## config.mk

```make
export PLATFORM = sky130hd
export DESIGN_NAME = sktb_key_cmp
export DESIGN_NICKNAME = d
export VERILOG_FILES = /design/src/sktb_pkg.sv /design/src/sktb_key_cmp.sv
export SDC_FILE = /design/constraint.sdc
export NUM_CORES = 1
export LEC_CHECK = 0
export BUFFER_PORTS_ARGS = -buffer_cell sky130_fd_sc_hd__buf_2
export CAP_MARGIN = 20
export CELL_PAD_IN_SITES_DETAIL_PLACEMENT = 1
export CELL_PAD_IN_SITES_GLOBAL_PLACEMENT = 1
export CORE_UTILIZATION = 44
export CTS_BUF_LIST = sky130_fd_sc_hd__clkbuf_8 sky130_fd_sc_hd__clkbuf_16
export CTS_CLUSTER_DIAMETER = 80
export DETAILED_ROUTE_END_ITERATION = 10
export PLACE_DENSITY_LB_ADDON = 0.1
export RECOVER_POWER = 50
export SYNTH_ARGS = -nofsm -noshare
export SYNTH_HDL_FRONTEND = slang
export SYNTH_SLANG_ARGS = --single-unit
```

## constraint.sdc

```tcl
create_clock -name aclk -period 3.2 [get_ports aclk]
set_input_delay 0.48 -clock aclk [delete_from_list [all_inputs] [get_ports aclk]]
set_output_delay 0.48 -clock aclk [all_outputs]
set_load 0.05 [all_outputs]
```

## src/sktb_pkg.sv

```systemverilog
// Shared types and constants of the sorted key table binary search core.
package sktb_pkg;

    localparam int ENTRIES      = 256;
    localparam int KEY_WORDS    = 8;
    localparam int WORD_BITS    = 16;
    localparam int ENTRY_BITS   = $clog2(ENTRIES);
    localparam int WIDX_BITS    = $clog2(KEY_WORDS);
    localparam int KW_CNT_BITS  = $clog2(KEY_WORDS + 1);
    localparam int POS_BITS     = ENTRY_BITS + 2;
    localparam int CFG_BITS     = 4;
    localparam int CMD_BITS     = 2;
    localparam int PROBE_BITS   = 8;
    localparam int ORD_BITS     = 2;
    localparam int S_TDATA_BITS = 48;
    localparam int M_TDATA_BITS = 16;

    typedef logic [WORD_BITS-1:0]                word_t;
    typedef logic [KEY_WORDS-1:0][WORD_BITS-1:0] row_t;
    typedef logic signed [POS_BITS-1:0]          pos_t;

    typedef enum logic [CMD_BITS-1:0] {
        CMD_WR_TABLE = 2'd0,
        CMD_WR_QUERY = 2'd1,
        CMD_SEARCH   = 2'd2
    } cmd_t;

    typedef enum logic [ORD_BITS-1:0] {
        ORD_LESS    = 2'd0,
        ORD_EQUAL   = 2'd1,
        ORD_GREATER = 2'd2
    } ord_t;

    typedef enum logic [1:0] {
        ST_IDLE,
        ST_READ,
        ST_CMP,
        ST_HOLD
    } ctrl_state_t;

    typedef struct packed {
        logic                  wr_en;
        logic [ENTRY_BITS-1:0] wr_entry;
        logic [WIDX_BITS-1:0]  wr_word;
        word_t                 wr_data;
        logic                  rd_en;
        logic [ENTRY_BITS-1:0] rd_entry;
    } ram_req_t;

    typedef struct packed {
        logic                 en;
        logic [WIDX_BITS-1:0] word;
        word_t                data;
    } qry_wr_t;

endpackage

```

## src/sktb_key_cmp.sv

```systemverilog
// Query key register file, key word count register and lexicographic comparator.
module sktb_key_cmp (
    input  logic                            aclk,
    input  logic                            aresetn,
    input  logic                            cfg_valid,
    input  logic [sktb_pkg::CFG_BITS-1:0]   cfg_data,
    input  sktb_pkg::qry_wr_t               qry_wr,
    input  sktb_pkg::row_t                  rd_row,
    input  logic                            probe_oob,
    output sktb_pkg::ord_t                  ord
);
    import sktb_pkg::*;

    word_t                 query_reg [KEY_WORDS];
    logic [CFG_BITS-1:0]   kw_reg;
    logic [CFG_BITS-1:0]   kw_next;
    logic [KW_CNT_BITS-1:0] n_words;
    row_t                  entry_row;

    always_comb begin
        kw_next = kw_reg;
        if (cfg_valid) begin
            kw_next = cfg_data;
        end
    end

    always_ff @(posedge aclk) begin
        if (!aresetn) begin
            kw_reg <= CFG_BITS'(1);
        end else begin
            kw_reg <= kw_next;
        end
    end

    always_ff @(posedge aclk) begin
        if (qry_wr.en) begin
            query_reg[qry_wr.word] <= qry_wr.data;
        end
    end

    assign n_words = (32'(kw_reg) > 32'(KEY_WORDS)) ? KW_CNT_BITS'(KEY_WORDS)
                                                   : KW_CNT_BITS'(kw_reg);
    assign entry_row = probe_oob ? '0 : rd_row;

    // The lowest differing word in use decides the order.
    always_comb begin
        ord = ORD_EQUAL;
        for (int w = KEY_WORDS - 1; w >= 0; w--) begin
            if (KW_CNT_BITS'(w) < n_words && query_reg[w] != entry_row[w]) begin
                ord = (query_reg[w] > entry_row[w]) ? ORD_GREATER : ORD_LESS;
            end
        end
    end

endmodule

```

==> results.toml <==
[sta]
maximum_clock_rate_ghz = 0.274
final_critical_path_setup_slack_ns = -0.453
setup_tns_ns = -0.771
fin_worst_skew_ns = 0
tightestPinTransition_ns = 0.806
unrepaired_setup_endpoints_after_global_routing = "yes"
period_minus_slack_ns = 3.65
setup_violations = 2
timing.slew.headroom_pct = 46.3
finalHoldWorstSlack_ns = 0.309
hold_viol_final = 0
maxSlewViolCount = 0
part_of_the_cycle_the_worst_path_needs_pct = 114

[pwr]
power.static_leakage_nw = 4.40
power_frac_seq_pct = 41.5
worst_ir_drop_vdd_v = 0.000355
sw_frac_of_total_pct = 24.5
fraction_of_power_consumed_by_combinational_cells_pct = 16.2
p_int_mw = 3.61
cellPowerDensity_nw_per_um2 = 453
netSwitchingPower_mw = 1.17
power.total_mw = 4.78
power_frac_clock_pct = 42.3

[synthesis]
summed_instance_area_of_the_synthesized_netlist_um2 = 7830
synth_cells = 649
postSynth.topFlopCell = "sky130_fd_sc_hd__edfxtp_1"
synthArstFlopShare_pct = 0
synth_edf_count = 128
yosysSeqAreaShare_pct = 50.1
synth-seq-cells = 132
yosys_warnings = 0
postSynthNetCount = 933
avgSynthCellArea_um2 = 12.1
synth_cell_type_count = 45

[place]
placedCellCount = 1075
dp_worst_setup_slack_ns = -0.631
io_buffer_count = 157
detailed_place.area_um2 = 9570
detailed_place_hpwl_um = 18200
routabilityCongestion = 0.909

[cells_and_area]
final_core_util_pct = 60.7
number_of_flip_flops_in_the_largest_register = 128
antenna-diode-count = 0
finish.net_count = 1165
area_growth_pct = 34.6
layout.cells.most_common = "sky130_fd_sc_hd__buf_2"
final_cell_mix = "sky130_fd_sc_hd__buf_2 (138), sky130_fd_sc_hd__edfxtp_1 (128), sky130_fd_sc_hd__ha_1 (113)"
final.fill_count = 1847
final_cell_area_um2 = 10500
final_cells = 1119
layout-drive-gt1-share_pct = 32.6

[status]
violations = "negative setup slack"
outcome = "complete, but fails checks"

[critical_path]
reg2reg_setup_slack_ns = 2.45
criticalPathCategory = "in2out"
cp-start-kind = "input port"
ff2ff_path_depth = 2
path_max_fanout = 6
endpoint_kind = "output port"
arrival_ns = 3.17
cp_data_required_time_ns = 2.72

[grt]
initial_antenna_violation_count = 2
grt_total_usage_pct = 29.0
overflow = 0
grt_first_pass_wirelength_um = 38000
largest_net_degree_at_the_start_of_global_routing = 29
grt_pass1_vias = 6978

[clock_tree]
cts_max_path_buffers = 2
clkLatencyLatePin_ns = 0.42
cts.reportedPaths.clkPinSlew_ns = 0.06
ctsHtreeMaxLevel = 4
cts_tree = "built"
cts_buffers = 17
cts-hold-fix-buffers = 0
clk_root_buffer_cell = "sky130_fd_sc_hd__clkbuf_16"
numClockSinks = 132

[routing]
drt_pass1_iterations = 5
vias_per_cell = 5.61
route.detailed.drc = 0
detail_route.wirelength_um = 25800
routed-via-count = 6283
wire_per_inst_um = 23.1
ant_nets = 0
drt-initial-drc-count = 318

[min_path]
worst_hold_path_type = "in2reg"
min_path_cells = 2

[floorplanning]
floorplan.io_pins = 158
floorplan.die_area_um2 = 18300
die_outline_width_um = 135
height_of_the_die_um = 135
initial_utilization_pct = 45.1
placement_rows = 48
core-area_um2 = 17400

[flow_run]
drv.max_cap_violation_count = 0
[what timing repair did]
action                                  4_1_cts  5_1_grt
cloned                                        1        1
gates resized for setup                      31        8
endpoints found under the setup margin        2        2
buffers inserted                              9        1
pin swaps                                    20       10
[power groups by stage]
stage | Clock (mW) | Sequential [mW] | Combinational [mW]
6_report | 2.02 | 1.98 | 0.774
3_5_place_dp | 0 | 2.02 | 0.695
4_1_cts | 2.03 | 1.98 | 0.757
3_3_place_gp | 0 | 2.01 | 0.648
5_1_grt | 2.09 | 1.99 | 0.842
2_1_floorplan | 0 | 2.01 | 0.362
[layer usage]
metal / up-vias / GRT usage [%] / wire, um
li1: 2920 / - / -
met1: 3103 / 33.2 / 10300
met2: 201 / 52.7 / 13600
met3: 55 / 4.83 / 1110
met4: 4 / 12.8 / 807
met5: - / 0 / 31
[cell usage after synthesis, types with 5 or more instances]
| master | n | area [um^2] |
|---|---|---|
| sky130_fd_sc_hd__inv_1 | 10 | 37.5 |
| sky130_fd_sc_hd__a21oi_1 | 41 | 205 |
| sky130_fd_sc_hd__ha_1 | 128 | 1600 |
| sky130_fd_sc_hd__nor3_1 | 6 | 30.0 |
| sky130_fd_sc_hd__nand2b_1 | 126 | 788 |
| sky130_fd_sc_hd__edfxtp_1 | 128 | 3840 |
| sky130_fd_sc_hd__o21a_1 | 5 | 37.5 |
| sky130_fd_sc_hd__nor2_1 | 25 | 93.8 |
| sky130_fd_sc_hd__nand4_1 | 23 | 144 |
| sky130_fd_sc_hd__nand2_1 | 19 | 71.3 |
| sky130_fd_sc_hd__a21o_1 | 17 | 128 |
| sky130_fd_sc_hd__nor2b_1 | 20 | 125 |
| sky130_fd_sc_hd__o21ai_0 | 21 | 105 |
| sky130_fd_sc_hd__nand3_1 | 9 | 45.0 |
| sky130_fd_sc_hd__a211oi_1 | 5 | 37.5 |
| sky130_fd_sc_hd__clkbuf_1 | 15 | 56.3 |
[critical path, stage by stage]
cell,delay [ns]
sky130_fd_sc_hd__buf_8,0.11
sky130_fd_sc_hd__buf_12,0.13
sky130_fd_sc_hd__buf_12,0.13
sky130_fd_sc_hd__clkbuf_16,0.15
sky130_fd_sc_hd__buf_12,0.12
sky130_fd_sc_hd__nand2b_1,0.15
sky130_fd_sc_hd__ha_1,0.30
sky130_fd_sc_hd__a21o_1,0.17
sky130_fd_sc_hd__a21o_1,0.18
sky130_fd_sc_hd__a21oi_1,0.16
sky130_fd_sc_hd__o21ai_0,0.24
sky130_fd_sc_hd__a2111oi_2,0.44
sky130_fd_sc_hd__buf_4,0.19
sky130_fd_sc_hd__nor4_4,0.04
sky130_fd_sc_hd__buf_6,0.17
[cell type report]
cell class	instances	area (um^2)	area share [%]
multi-input cells	492	4250	40.3
flip-flops and latches	132	3920	37.2
repair buffers	228	1450	13.8
clock buffers	17	425	4.03
well taps	225	282	2.67
clock inverters	15	171	1.63
inverters	10	37.5	0.356
[worst paths after layout]
check                           startpoint        end
worst min-delay path               aresetn  kw_reg[0]
worst max register to register   kw_reg[3]  kw_reg[3]
worst max-delay path             probe_oob     ord[1]
worst min register to register   kw_reg[0]  kw_reg[0]
[logic make-up after synthesis]
| family | count (synthesis) | share of synthesized area (%) |
|---|---|---|
| simple gates | 247 | 18.7 |
| compound gates | 114 | 9.19 |
| flops | 132 | 50.1 |
| buf+inv | 25 | 1.20 |
| mux | 3 | 0.383 |
| fa+ha+maj | 128 | 20.4 |
(Power assumes the default switching activity.)
