`config.mk`:
```
export PLATFORM = sky130hd
export DESIGN_NAME = sktb_search_ctrl
export DESIGN_NICKNAME = d
export VERILOG_FILES = /design/src/sktb_pkg.sv /design/src/sktb_search_ctrl.sv
export SDC_FILE = /design/constraint.sdc
export NUM_CORES = 1
export LEC_CHECK = 0
export ABC_AREA = 1
export ABC_CLOCK_PERIOD_IN_PS = 3100
export BUFFER_PORTS_ARGS = -buffer_cell sky130_fd_sc_hd__buf_4
export CAP_MARGIN = 20
export CORE_MARGIN = 5
export CORE_UTILIZATION = 47
export CTS_BUF_LIST = sky130_fd_sc_hd__clkbuf_8
export CTS_CLUSTER_SIZE = 24
export DETAILED_ROUTE_END_ITERATION = 7
export PLACE_DENSITY = 0.92
export SLEW_MARGIN = 20
export SYNTH_ARGS = -nofsm -noshare
export SYNTH_HDL_FRONTEND = slang
export SYNTH_SLANG_ARGS = --single-unit
```
`constraint.sdc`:
```
create_clock -name aclk -period 3.1 [get_ports aclk]
set_clock_uncertainty 0.1 [all_clocks]
set_input_delay 0.465 -clock aclk [delete_from_list [all_inputs] [get_ports aclk]]
set_output_delay 0.465 -clock aclk [all_outputs]
set_load 0.05 [all_outputs]
```
`src/sktb_pkg.sv`:
```
// Shared types and constants of the sorted key table binary search core.
package sktb_pkg;

    localparam int ENTRIES      = 256;
    localparam int KEY_WORDS    = 8;
    localparam int WORD_BITS    = 16;
    localparam int ENTRY_BITS   = $clog2(ENTRIES);
    localparam int WIDX_BITS    = $clog2(KEY_WORDS);
    localparam int KW_CNT_BITS  = $clog2(KEY_WORDS + 1);
    localparam int POS_BITS     = ENTRY_BITS + 2;
    localparam int CFG_BITS     = 4;
    localparam int CMD_BITS     = 2;
    localparam int PROBE_BITS   = 8;
    localparam int ORD_BITS     = 2;
    localparam int S_TDATA_BITS = 48;
    localparam int M_TDATA_BITS = 16;

    typedef logic [WORD_BITS-1:0]                word_t;
    typedef logic [KEY_WORDS-1:0][WORD_BITS-1:0] row_t;
    typedef logic signed [POS_BITS-1:0]          pos_t;

    typedef enum logic [CMD_BITS-1:0] {
        CMD_WR_TABLE = 2'd0,
        CMD_WR_QUERY = 2'd1,
        CMD_SEARCH   = 2'd2
    } cmd_t;

    typedef enum logic [ORD_BITS-1:0] {
        ORD_LESS    = 2'd0,
        ORD_EQUAL   = 2'd1,
        ORD_GREATER = 2'd2
    } ord_t;

    typedef enum logic [1:0] {
        ST_IDLE,
        ST_READ,
        ST_CMP,
        ST_HOLD
    } ctrl_state_t;

    typedef struct packed {
        logic                  wr_en;
        logic [ENTRY_BITS-1:0] wr_entry;
        logic [WIDX_BITS-1:0]  wr_word;
        word_t                 wr_data;
        logic                  rd_en;
        logic [ENTRY_BITS-1:0] rd_entry;
    } ram_req_t;

    typedef struct packed {
        logic                 en;
        logic [WIDX_BITS-1:0] word;
        word_t                data;
    } qry_wr_t;

endpackage

```
`src/sktb_search_ctrl.sv`:
```
// Command sequencer: table and query writes, binary search probes and result register.
module sktb_search_ctrl (
    input  logic                                aclk,
    input  logic                                aresetn,
    input  logic                                s_tvalid,
    output logic                                s_tready,
    input  logic [sktb_pkg::S_TDATA_BITS-1:0]   s_tdata,
    input  logic [sktb_pkg::CMD_BITS-1:0]       s_tuser,
    output logic                                m_tvalid,
    input  logic                                m_tready,
    output logic [sktb_pkg::M_TDATA_BITS-1:0]   m_tdata,
    output sktb_pkg::ram_req_t                  ram_req,
    output sktb_pkg::qry_wr_t                   qry_wr,
    output logic                                probe_oob,
    input  sktb_pkg::ord_t                      cmp_ord
);
    import sktb_pkg::*;

    ctrl_state_t state_reg, state_next;
    pos_t        first_reg, first_next;
    pos_t        last_reg, last_next;
    pos_t        pivot_reg, pivot_next;
    logic        oob_reg, oob_next;
    ord_t        res_ord_reg, res_ord_next;
    logic        m_tvalid_reg, m_tvalid_next;
    logic [M_TDATA_BITS-1:0] m_tdata_reg, m_tdata_next;

    cmd_t                  cmd;
    logic [7:0]            entry_index;
    logic [2:0]            word_index;
    logic [15:0]           word_value;
    logic [7:0]            range_start;
    logic [7:0]            range_end;
    pos_t                  pivot_mid;
    logic                  slot_free;
    logic                  done;
    logic                  entry_ok;
    logic                  word_ok;

    function automatic pos_t midpoint(pos_t first, pos_t last);
        pos_t d;
        begin
            d = last - first;
            if (d < 0) begin
                midpoint = first;
            end else begin
                midpoint = first + (d >>> 1);
            end
        end
    endfunction

    assign cmd         = cmd_t'(s_tuser);
    assign entry_index = s_tdata[7:0];
    assign word_index  = s_tdata[10:8];
    assign word_value  = s_tdata[26:11];
    assign range_start = s_tdata[34:27];
    assign range_end   = s_tdata[42:35];

    assign entry_ok  = (32'(entry_index) < 32'(ENTRIES));
    assign word_ok   = (32'(word_index) < 32'(KEY_WORDS));
    assign pivot_mid = midpoint(first_reg, last_reg);
    assign slot_free = !m_tvalid_reg || m_tready;
    assign done      = (cmp_ord == ORD_EQUAL) || (first_reg >= last_reg);

    always_comb begin
        state_next = state_reg;
        case (state_reg)
            ST_IDLE: begin
                if (s_tvalid && cmd == CMD_SEARCH) begin
                    state_next = ST_READ;
                end
            end
            ST_READ: begin
                state_next = ST_CMP;
            end
            ST_CMP: begin
                if (!done) begin
                    state_next = ST_READ;
                end else if (slot_free) begin
                    state_next = ST_IDLE;
                end else begin
                    state_next = ST_HOLD;
                end
            end
            ST_HOLD: begin
                if (slot_free) begin
                    state_next = ST_IDLE;
                end
            end
            default: begin
                state_next = ST_IDLE;
            end
        endcase
    end

    always_comb begin
        s_tready      = (state_reg == ST_IDLE);
        ram_req       = '0;
        qry_wr        = '0;
        first_next    = first_reg;
        last_next     = last_reg;
        pivot_next    = pivot_reg;
        oob_next      = oob_reg;
        res_ord_next  = res_ord_reg;
        m_tvalid_next = m_tvalid_reg && !m_tready;
        m_tdata_next  = m_tdata_reg;
        case (state_reg)
            ST_IDLE: begin
                if (s_tvalid) begin
                    case (cmd)
                        CMD_WR_TABLE: begin
                            ram_req.wr_en    = entry_ok && word_ok;
                            ram_req.wr_entry = ENTRY_BITS'(entry_index);
                            ram_req.wr_word  = WIDX_BITS'(word_index);
                            ram_req.wr_data  = WORD_BITS'(word_value);
                        end
                        CMD_WR_QUERY: begin
                            qry_wr.en   = word_ok;
                            qry_wr.word = WIDX_BITS'(word_index);
                            qry_wr.data = WORD_BITS'(word_value);
                        end
                        CMD_SEARCH: begin
                            first_next = pos_t'(range_start);
                            last_next  = pos_t'(range_end);
                        end
                        default: begin
                        end
                    endcase
                end
            end
            ST_READ: begin
                ram_req.rd_en    = 1'b1;
                ram_req.rd_entry = pivot_mid[ENTRY_BITS-1:0];
                pivot_next       = pivot_mid;
                oob_next         = (pivot_mid >= pos_t'(ENTRIES));
            end
            ST_CMP: begin
                if (done) begin
                    res_ord_next = cmp_ord;
                    if (slot_free) begin
                        m_tvalid_next = 1'b1;
                        m_tdata_next  = M_TDATA_BITS'({pivot_reg[PROBE_BITS-1:0], cmp_ord});
                    end
                end else if (cmp_ord == ORD_LESS) begin
                    last_next = pivot_reg - pos_t'(1);
                end else begin
                    first_next = pivot_reg + pos_t'(1);
                end
            end
            ST_HOLD: begin
                if (slot_free) begin
                    m_tvalid_next = 1'b1;
                    m_tdata_next  = M_TDATA_BITS'({pivot_reg[PROBE_BITS-1:0], res_ord_reg});
                end
            end
            default: begin
            end
        endcase
    end

    always_ff @(posedge aclk) begin
        if (!aresetn) begin
            state_reg    <= ST_IDLE;
            m_tvalid_reg <= 1'b0;
        end else begin
            state_reg    <= state_next;
            m_tvalid_reg <= m_tvalid_next;
        end
    end

    always_ff @(posedge aclk) begin
        first_reg   <= first_next;
        last_reg    <= last_next;
        pivot_reg   <= pivot_next;
        oob_reg     <= oob_next;
        res_ord_reg <= res_ord_next;
        m_tdata_reg <= m_tdata_next;
    end

    assign m_tvalid  = m_tvalid_reg;
    assign m_tdata   = m_tdata_reg;
    assign probe_oob = oob_reg;

`ifndef SYNTHESIS
    a_search_starts: assert property (@(posedge aclk) disable iff (!aresetn)
        (s_tvalid && s_tready && cmd == CMD_SEARCH) |=> (state_reg == ST_READ))
        else $error("Accepted search did not start a probe read.");

    a_read_to_cmp: assert property (@(posedge aclk) disable iff (!aresetn)
        (state_reg == ST_READ) |=> (state_reg == ST_CMP))
        else $error("Probe read was not followed by a compare.");

    a_pivot_in_range: assert property (@(posedge aclk) disable iff (!aresetn)
        (state_reg == ST_CMP) |-> (pivot_reg >= first_reg && pivot_reg >= 0))
        else $error("Probe index fell below the search range.");

    a_result_source: assert property (@(posedge aclk) disable iff (!aresetn)
        $rose(m_tvalid_reg) |-> ($past(state_reg) == ST_CMP || $past(state_reg) == ST_HOLD))
        else $error("Result appeared without a finished search.");
`endif

endmodule

```
==> flow_summary.ini, run 1 <==
[detailed_routing]
wirelength_mm = 12.21
ant_nets = 0
drt_first_iter_violations = 261
wl_per_cell_microns = 16.22
vias = 3864
drt_pass1_iterations = 4
drc_errors = 0
via_per_inst = 5.131

[worst_hold_path]
min-delay-start = cmp_ord[0]
hold_path.class = in -> reg
holdPathEnd = res_ord_reg[0]$_DFFE_PP_
whs_path_depth = 1

[critical_path]
worstReg2RegEnd = probe_oob$_DFFE_PP_
path_class = reg -> out
r2r.worst_path.cells = 20
cp_max_fo = 3
r2r_setup_slack_ps = -220
r2r-start = first_reg[4]$_DFFE_PP_
worstSetupStartpointType = register
worstPathRequired_ps = 2530
crit_arrival_ps = 3130
endpoint_kind = primary output

[sta]
maxSlewViolCount = 0
max_freq_ghz = 0.2706
min_period_ps = 3696
holdWs_ps = 265.9
fin_ws_ps = -595.8
timing.final.crit_share = 1.192
tightest_slew_ps = 760.1
slew_headroom = 0.4918
setup_viol = 13
hold_viol = 0
rsz0062_at_grt = yes

[power_and_ir_drop]
leakagePower_nw = 2.713
vdd_ir_drop_max_uv = 489.5
p_clk_frac = 0.048
power_mw = 7.115
p_sw_mw = 3.583
p_seq_frac = 0.163
p_comb_frac = 0.789
p_int_mw = 3.533
swShare = 0.5035
power.density_nw_per_um2 = 1322

[floorplanning]
die_w_microns = 97.01
start_util = 0.4854
die_h_microns = 97.01
core_sq_um = 7331
rows = 31
pin_count = 132
die_area_sq_um = 9411

[status]
violations = setup timing
status = complete, but fails checks

[placement]
dp.cells = 730
gp_congestion = 0.9607
place_hpwl_mm = 9.180
port_buffers = 120
pre_cts_ws_ps = -188.1

[logic_synthesis]
syn_area_sq_um = 3558
ys_seq_area_frac = 0.3797
ys_ff_latch = 46
syn_inst = 478
synth_cell_type_count = 38
avgSynthCellArea_sq_um = 7.444
synth_warnings = 0

[flow_run]
drv_cap = 0

[cts]
clk_pin_slew_worst_paths_ps = 90
ctsHoldBuffers = 0
cts_made_buffers = 5
cts_buffer_depth = 2
cts-htree-levels = 2
cts.sinks = 46
clock-root-buffer = clkbuf_8
clk_latency_ps = 300
cts_tree = built

[global_route]
grt_overflow_total = 0
grt_pass1_wl_mm = 18.36
grt_usage = 0.2377
grt_pass1_vias = 4033
grt_max_degree = 28
antenna_found_initial = 0

[finish]
drive_gt1_frac = 0.4128
antenna_cells = 0
num-nets-final = 732
layout.cells.non_filler = 753
areaGrowthSynthToFinish_pct = 51.30
-- layer usage --
metal / vias to the layer above / routed length [microns] / track usage
met5: - / 0 / 0
met4: 0 / 549 / 0.1317
met3: 42 / 909 / 0.04676
met2: 203 / 6434 / 0.4421
met1: 1766 / 4317 / 0.2475
li1: 1853 / - / -
-- timing repair --
action | CTS | global route
gates resized for setup | 25 | 26
gates cloned | 0 | 0
pin swaps | 10 | 26
setup buffers | 6 | 11
setup endpoints to repair | 10 | 15
-- synth_stat cells (all sizes together) --
| cell type | number | share of area |
|---|---|---|
| nand2 | 100 | 0.11 |
| nor2 | 95 | 0.10 |
| inv | 87 | 0.092 |
| edfxtp | 43 | 0.36 |
| o21ai | 24 | 0.041 |
| a21oi | 23 | 0.033 |
| ha | 21 | 0.074 |
| nand3 | 20 | 0.031 |
| xor2 | 9 | 0.022 |
| buf | 8 | 0.020 |
| nand4 | 8 | 0.016 |
| a31oi | 7 | 0.012 |
| clkbuf | 7 | 0.0074 |
| xnor2 | 6 | 0.015 |
| nor3 | 4 | 0.0070 |
| a21o | 3 | 0.0063 |
| dfxtp | 3 | 0.017 |
| fa | 2 | 0.011 |
| a211oi | 1 | 0.0021 |
| a21boi | 1 | 0.0032 |
| a31o | 1 | 0.0025 |
| conb | 1 | 0.0011 |
| nand3b | 1 | 0.0021 |
| o21a | 1 | 0.0021 |
| o31ai | 1 | 0.0021 |
| or2 | 1 | 0.0018 |
-- worst max-delay path: stages, from the launching register on --
cell and delay (ps):
edfxtp_1 370, inv_1 70, ha_2 180, inv_2 50, fa_2 390, a31o_4 250
xor2_1 140, ha_1 370, a21oi_2 210, nor2_1 60, nor2_1 80, nand2_1 80
xor2_1 180, o21ai_2 200, nor2_4 40, buf_6 170
-- stage by stage --
| step | cell area, sq um | TNS, ps | util |
|---|---|---|---|
| floorplan | 3719 | -156.3 | - |
| global placement | 4970 | -410.9 | 0.6779 |
| detailed placement | 4970 | -805.9 | 0.6779 |
| CTS | 5201 | -2325 | 0.7095 |
| global route | 5384 | -5626 | 0.7344 |
| finish | 5384 | -3518 | 0.7344 |
-- cell usage in the layout, fill, tap and decap left out, types with 8 or more instances in the layout --
master      n
o21ai_2     9
o21ai_0    13
inv_1      78
nand2_2     8
edfxtp_1   43
a21oi_1    15
buf_6       9
inv_2      10
ha_1       14
nand3_1    16
buf_4     168
nand2_1    88
nor2_2     17
nor2_1     74
-- logic make-up after synthesis --
logic type | count (synthesis) | share of synthesized area
adders and majority gates | 23 | 0.08509
xor gates and xnor gates | 15 | 0.03692
other | 1 | 0.001054
and+or+nand+nor | 229 | 0.2732
buffers and inverters | 102 | 0.1188
DFF | 46 | 0.3797
AOI/OAI and AO/OA | 62 | 0.1051
-- power groups by stage --
stage / sequential (mW) / combinational (mW) / clock, mW
5_1_grt: 1.18 / 6.00 / 0.376
4_1_cts: 1.16 / 4.86 / 0.347
3_3_place_gp: 1.15 / 4.28 / 0
2_1_floorplan: 1.23 / 2.83 / 0
6_report: 1.16 / 5.61 / 0.342
3_5_place_dp: 1.17 / 4.43 / 0
-- how the worst max path moves through the flow --
stage	startpoint	endpoint	slack, ps
finish	last_reg[0]$_DFFE_PP_	ram_req[6]	-600
global route	first_reg[3]$_DFFE_PP_	ram_req[7]	-770
CTS	last_reg[0]$_DFFE_PP_	ram_req[4]	-450
detailed placement	last_reg[0]$_DFFE_PP_	ram_req[6]	-190
global placement	first_reg[2]$_DFFE_PP_	ram_req[7]	-110
floorplan	state_reg[1]$_SDFFE_PN0P_	ram_req[16]	-80
-- layout make-up --
class / count / area [sq um]
Fill cell: 483 / 1947
Inverter: 87 / 326.6
Timing Repair Buffer: 178 / 1378
Multi-Input combinational cell: 335 / 2123
Clock inverter: 3 / 12.51
Sequential cell: 46 / 1351
Clock buffer: 5 / 68.82
Tap cell: 99 / 123.9
Note: power is estimated with default switching activity, not from simulation.
==> run 2, diff against run 1 <==
--- a/config.mk
+++ b/config.mk
@@ -9,12 +9,13 @@
 export ABC_CLOCK_PERIOD_IN_PS = 3100
 export BUFFER_PORTS_ARGS = -buffer_cell sky130_fd_sc_hd__buf_4
 export CAP_MARGIN = 20
+export CELL_PAD_IN_SITES_DETAIL_PLACEMENT = 1
+export CELL_PAD_IN_SITES_GLOBAL_PLACEMENT = 2
 export CORE_MARGIN = 5
-export CORE_UTILIZATION = 47
+export CORE_UTILIZATION = 25
 export CTS_BUF_LIST = sky130_fd_sc_hd__clkbuf_8
-export CTS_CLUSTER_SIZE = 24
 export DETAILED_ROUTE_END_ITERATION = 7
-export PLACE_DENSITY = 0.92
+export PLACE_DENSITY = 0.91
 export SLEW_MARGIN = 20
 export SYNTH_ARGS = -nofsm -noshare
 export SYNTH_HDL_FRONTEND = slang
==> run 2 against run 1 <==
  * The run still ends with setup timing left
  * Maximum frequency decreased by 0.96%
  * Die area increased by 78%
  * Combinational power increased by 15%
  * Cell area increased by 9.5%
  * Power increased by 12%
  * First-iteration DRC count decreased by 53%
  * Utilization decreased by 31 points
  * Clock power increased by 2%
  * Cell count increased by 14%
  * Count of clock-buffer cells in the layout unchanged
  * Global-route usage decreased by 8.4 points
==> flow_summary.ini, run 2 (synthesis results as in run 1) <==
[status]
status = complete, but fails checks
violations = setup timing

[cts]
cts_tree = built
cts_buffer_depth = 2
cts_made_buffers = 5
cts.sinks = 46
ctsHoldBuffers = 0
clk_latency_ps = 310
cts-htree-levels = 2
clk_pin_slew_worst_paths_ps = 80
clock-root-buffer = clkbuf_8

[placement]
place_hpwl_mm = 10.53
port_buffers = 120
gp_congestion = 0.8572
dp.cells = 822

[critical_path]
endpoint_kind = primary output
path_class = reg -> out
crit_arrival_ps = 3170
worstPathRequired_ps = 2530
slowest_stage = edfxtp_1
cpPeakStageDelay_ps = 440
cp_max_fo = 4
critPathBufInv = 2
worstSetupStartpointType = register
path_cells = ha_4 > a21oi_4 > o21ai_4 > a21oi_2 > nor2_1 > nor2_1 > xor2_1 > inv_1 > ha_4 > a21o_1 > nor2_1 > nand2_1 > xor2_1 > o21ai_2 > nor2_4 > buf_8
path_delay_family = compound AO/OA/AOI/OAI gates
crit_path_frequent_cell = nor2_1

[power_and_ir_drop]
swShare = 0.5015
p_seq_frac = 0.148
leakagePower_nw = 2.880
vdd_ir_drop_max_uv = 587.3
p_comb_frac = 0.808
power.density_nw_per_um2 = 1356
power_mw = 7.991
p_int_mw = 3.984
p_clk_frac = 0.044
p_sw_mw = 4.007

[detailed_routing]
wl_per_cell_microns = 17.14
wirelength_mm = 14.67
ant_nets = 0
drc_errors = 0
via_per_inst = 4.648
drt_pass1_iterations = 4
drt_first_iter_violations = 123
vias = 3979

[sta]
rsz0062_at_grt = yes
timing.final.crit_share = 1.204
setup_viol = 12
tightest_slew_ps = 763.7
fin_ws_ps = -631.7
slew_headroom = 0.4894
tns_ps = -3595
maxSlewViolCount = 0
hold_viol = 0
min_period_ps = 3732
max_freq_ghz = 0.2680

[finish]
antenna_cells = 0
drive_gt1_frac = 0.4512
final_common_cell = buf_4
layout.cells.non_filler = 856
fillers = 1657
areaGrowthSynthToFinish_pct = 65.65
num-nets-final = 755
most-common-layout-cells = buf_4, nand2_1, inv_1

[floorplanning]
start_util = 0.2554
rows = 43
pin_count = 132
die_w_microns = 129.3
die_h_microns = 129.3
core_sq_um = 13930
die_area_sq_um = 16720

[worst_hold_path]
hold_path.class = in -> reg

[global_route]
grt_pass1_vias = 4224
grt_max_degree = 28
grt_usage = 0.1534
grt_overflow_total = 0
grt_pass1_wl_mm = 20.42
antenna_found_initial = 0

[flow_run]
drv_cap = 0
[run 2: cell types whose count changed in the layout (fill, tap and decap cells not counted), moves of 3 or more]
cell     change
a21oi_4      +3
buf_4       +17
buf_6        +3
ha_1         -4
ha_4         +6
nand2_2      -3
nand2_4      +5
[run 2: worst paths after layout]
kind | start | endpoint | slack (ps) | cells past startpoint
worst max-delay path | last_reg[4]$_DFFE_PP_ | ram_req[7] | -630 | 16
worst min-delay path | cmp_ord[0] | res_ord_reg[0]$_DFFE_PP_ | 260 | 1
worst max register to register | first_reg[3]$_DFFE_PP_ | probe_oob$_DFFE_PP_ | -190 | 19
worst min register to register | res_ord_reg[1]$_DFFE_PP_ | m_tdata[1]$_DFFE_PP_ | 440 | 2
[run 2: worst register-to-register path, stage by stage, from the launching register on]
cell	delay, ps
edfxtp_1	430
inv_2	120
ha_4	230
nand2_1	80
nand2_1	100
nand2_1	90
nand2_1	80
a21oi_2	160
nor2_1	70
nor2_1	130
xnor2_1	180
ha_1	330
buf_4	170
a21o_1	190
a31oi_2	160
nand3b_1	100
nand2_1	70
nand2_1	60
o21ai_2	100
nor2_1	80
[run 2: repair_timing]
action / 4_1_cts / 5_1_grt
endpoints found under the setup margin: 11 / 15
gates resized for setup: 22 / 67
setup buffers: 12 / 16
gates cloned: 0 / 1
pin swaps: 24 / 43
[run 2: layout make-up]
| cell class | count | area (sq um) | share of cell area |
|---|---|---|---|
| timing repair buffer | 201 | 1599 | 0.2713 |
| sequential | 46 | 1351 | 0.2293 |
| inverter | 87 | 329.1 | 0.05583 |
| clock inverter | 2 | 10.01 | 0.001698 |
| tap | 180 | 225.2 | 0.03821 |
| clock buffer | 5 | 68.82 | 0.01167 |
| multi-input combinational | 335 | 2311 | 0.3921 |
[run 2: power groups by stage]
stage	registers, mW	logic [mW]	clock network, mW
finish	1.18	6.46	0.350
global route	1.20	6.88	0.389
CTS	1.17	5.12	0.369
detailed placement	1.18	4.62	0
global placement	1.17	4.46	0
floorplan	1.23	2.83	0
[run 2: metal layers]
metal	GRT usage	wire, microns
met1	0.1652	5325
met2	0.2979	7890
met3	0.03833	1033
met4	0.03706	418
met5	0	0
[run 2: through the flow]
step / cell area, sq um / utilization / setup WS, ps / hold WS [ps]
2_1_floorplan: 3719 / - / -80.63 / 324.4
3_3_place_gp: 5154 / 0.3698 / -166.7 / 402.2
3_5_place_dp: 5154 / 0.3698 / -246.5 / 403.8
4_1_cts: 5415 / 0.3886 / -485.2 / 243.5
5_1_grt: 5894 / 0.4230 / -821.6 / 240.4
6_report: 5894 / 0.4230 / -631.7 / 256.1
==> run 3, diff against run 2 <==
--- a/config.mk
+++ b/config.mk
@@ -16,6 +16,7 @@
 export CTS_BUF_LIST = sky130_fd_sc_hd__clkbuf_8
 export DETAILED_ROUTE_END_ITERATION = 7
 export PLACE_DENSITY = 0.91
+export SKIP_CTS_REPAIR_TIMING = 1
 export SLEW_MARGIN = 20
 export SYNTH_ARGS = -nofsm -noshare
 export SYNTH_HDL_FRONTEND = slang
==> run 3 against run 2 <==
  * The run still ends with setup timing left
  * Register-to-register slack is essentially flat
  * Count of clock-buffer cells in the layout unchanged
  * Non-clock buffer count decreased by 5
  * Critical path depth decreased by 1
  * Sequential power hardly changed
  * Via count is 2.4% lower
  * Sequential cell count unchanged
  * Worst setup slack improved by 37 ps
  * Critical endpoint unchanged
  * Largest power group unchanged
==> flow_summary.ini, run 3 (synthesis results as in run 1) <==
[critical_path]
cp-endpoint = ram_req[7]
worstReg2RegEnd = probe_oob$_DFFE_PP_
endpoint_kind = primary output
crit_path_start = last_reg[0]$_DFFE_PP_
worstPathRequired_ps = 2530
path_class = reg -> out
cp_max_fo = 4
crit_arrival_ps = 3130
worstSetupStartpointType = register
r2r-start = last_reg[0]$_DFFE_PP_
r2r_setup_slack_ps = -200
r2r.worst_path.cells = 17

[sta]
rsz0062_at_grt = yes
maxSlewViolCount = 0
min_period_ps = 3694
fin_ws_ps = -594.3
tns_ps = -3794
hold_viol = 0
timing.final.crit_share = 1.192
max_freq_ghz = 0.2707
tightest_slew_ps = 763.0
setup_viol = 11
slew_headroom = 0.4899

[cts]
cts-htree-levels = 2
cts_buffer_depth = 2
clock-root-buffer = clkbuf_8
cts.sinks = 46
clk_pin_slew_worst_paths_ps = 90
cts_tree = built
clk_latency_ps = 310
cts_made_buffers = 5

[global_route]
antenna_found_initial = 0
grt_max_degree = 28
grt_usage = 0.1488
grt_overflow_total = 0
grt_pass1_wl_mm = 19.82
grt_pass1_vias = 4140

[status]
status = complete, but fails checks
violations = setup timing

[power_and_ir_drop]
leakagePower_nw = 2.811
power_mw = 7.516
swShare = 0.4977
p_seq_frac = 0.156
p_clk_frac = 0.047
power.density_nw_per_um2 = 1311
p_comb_frac = 0.797
p_sw_mw = 3.741
p_int_mw = 3.775
vdd_ir_drop_max_uv = 407.6

[detailed_routing]
wirelength_mm = 13.51
ant_nets = 0
via_per_inst = 4.563
vias = 3883
met3_length_microns = 811
drt_pass1_iterations = 4
drt_first_iter_violations = 117
wl_per_cell_microns = 15.87
wl_met2_mm = 7.027
drc_errors = 0
met1Wirelength_mm = 5.405
top_layer = met4

[floorplanning]
core_sq_um = 13930
pin_count = 132
start_util = 0.2554
rows = 43
die_h_microns = 129.3
die_w_microns = 129.3
die_area_sq_um = 16720

[placement]
place_hpwl_mm = 10.53
pre_cts_ws_ps = -246.5
gp_congestion = 0.8572
port_buffers = 120

[finish]
antenna_cells = 0
num-nets-final = 750
most-common-layout-cells = buf_4, nand2_1, inv_1
final_common_cell = buf_4
areaGrowthSynthToFinish_pct = 61.15
drive_gt1_frac = 0.4426
fillers = 1669

[flow_run]
drv_cap = 0

[worst_hold_path]
hold_path.class = in -> reg
==> run 3: changes by cell type in the layout (fill, tap and decap cells not counted), sizes merged <==
cell  change
buf       -5
==> run 3: worst min-delay path by stage <==
stage                                  start                       end  slack, ps  depth (start not counted)
CTS                               cmp_ord[0]  res_ord_reg[0]$_DFFE_PP_        240                          1
global route                      cmp_ord[0]  res_ord_reg[0]$_DFFE_PP_        240                          1
detailed placement  res_ord_reg[1]$_DFFE_PP_      m_tdata[1]$_DFFE_PP_        400                          2
global placement    res_ord_reg[1]$_DFFE_PP_      m_tdata[1]$_DFFE_PP_        400                          2
finish                            cmp_ord[0]  res_ord_reg[0]$_DFFE_PP_        260                          1
floorplan             pivot_reg[6]$_DFFE_PP_      m_tdata[8]$_DFFE_PP_        320                          0
==> run 3: power by group through the flow <==
stage               Combinational, mW  Sequential [mW]  Clock [mW]
detailed placement               4.62             1.18           0
global route                     6.41             1.20       0.390
finish                           5.99             1.17       0.353
floorplan                        2.83             1.23           0
CTS                              4.68             1.17       0.369
global placement                 4.46             1.17           0
==> run 3: final cells by class <==
cell class              count  area [sq um]  share of cell area
flip-flops and latches     46          1351              0.2357
multi-input cells         335          2192              0.3823
repair buffers            196          1558              0.2717
well taps                 180         225.2             0.03928
clock buffers               5         68.82             0.01200
clock inverters             2         10.01            0.001746
inverters                  87         329.1             0.05739
==> run 3: critical path, cell delays in order, from the launching register on <==
cell,delay [ps]
edfxtp_1,380
inv_1,90
ha_2,200
inv_2,50
fa_2,420
a21oi_2,190
xnor2_1,170
ha_1,330
nand2_2,140
nor2_2,50
nor2_1,120
nand2_1,90
xor2_1,160
o21ai_2,210
nor2_4,50
buf_8,170
==> run 3: stage by stage <==
step / hold slack [ps] / cell area (sq um) / utilization / instances
after global routing: 240.4 / 5734 / 0.4115 / 851
after floorplan: 324.4 / 3719 / - / 483
after CTS: 243.5 / 5233 / 0.3755 / 829
final: 256.9 / 5734 / 0.4115 / 851
after detailed placement: 403.8 / 5154 / 0.3698 / 822
after global placement: 402.2 / 5154 / 0.3698 / 822
==> run 3: per-layer routing <==
| layer | GRT usage | vias to the layer above |
|---|---|---|
| met5 | 0 | - |
| met1 | 0.1605 | 1851 |
| met2 | 0.2881 | 120 |
| li1 | - | 1896 |
| met4 | 0.03459 | 0 |
| met3 | 0.03833 | 16 |
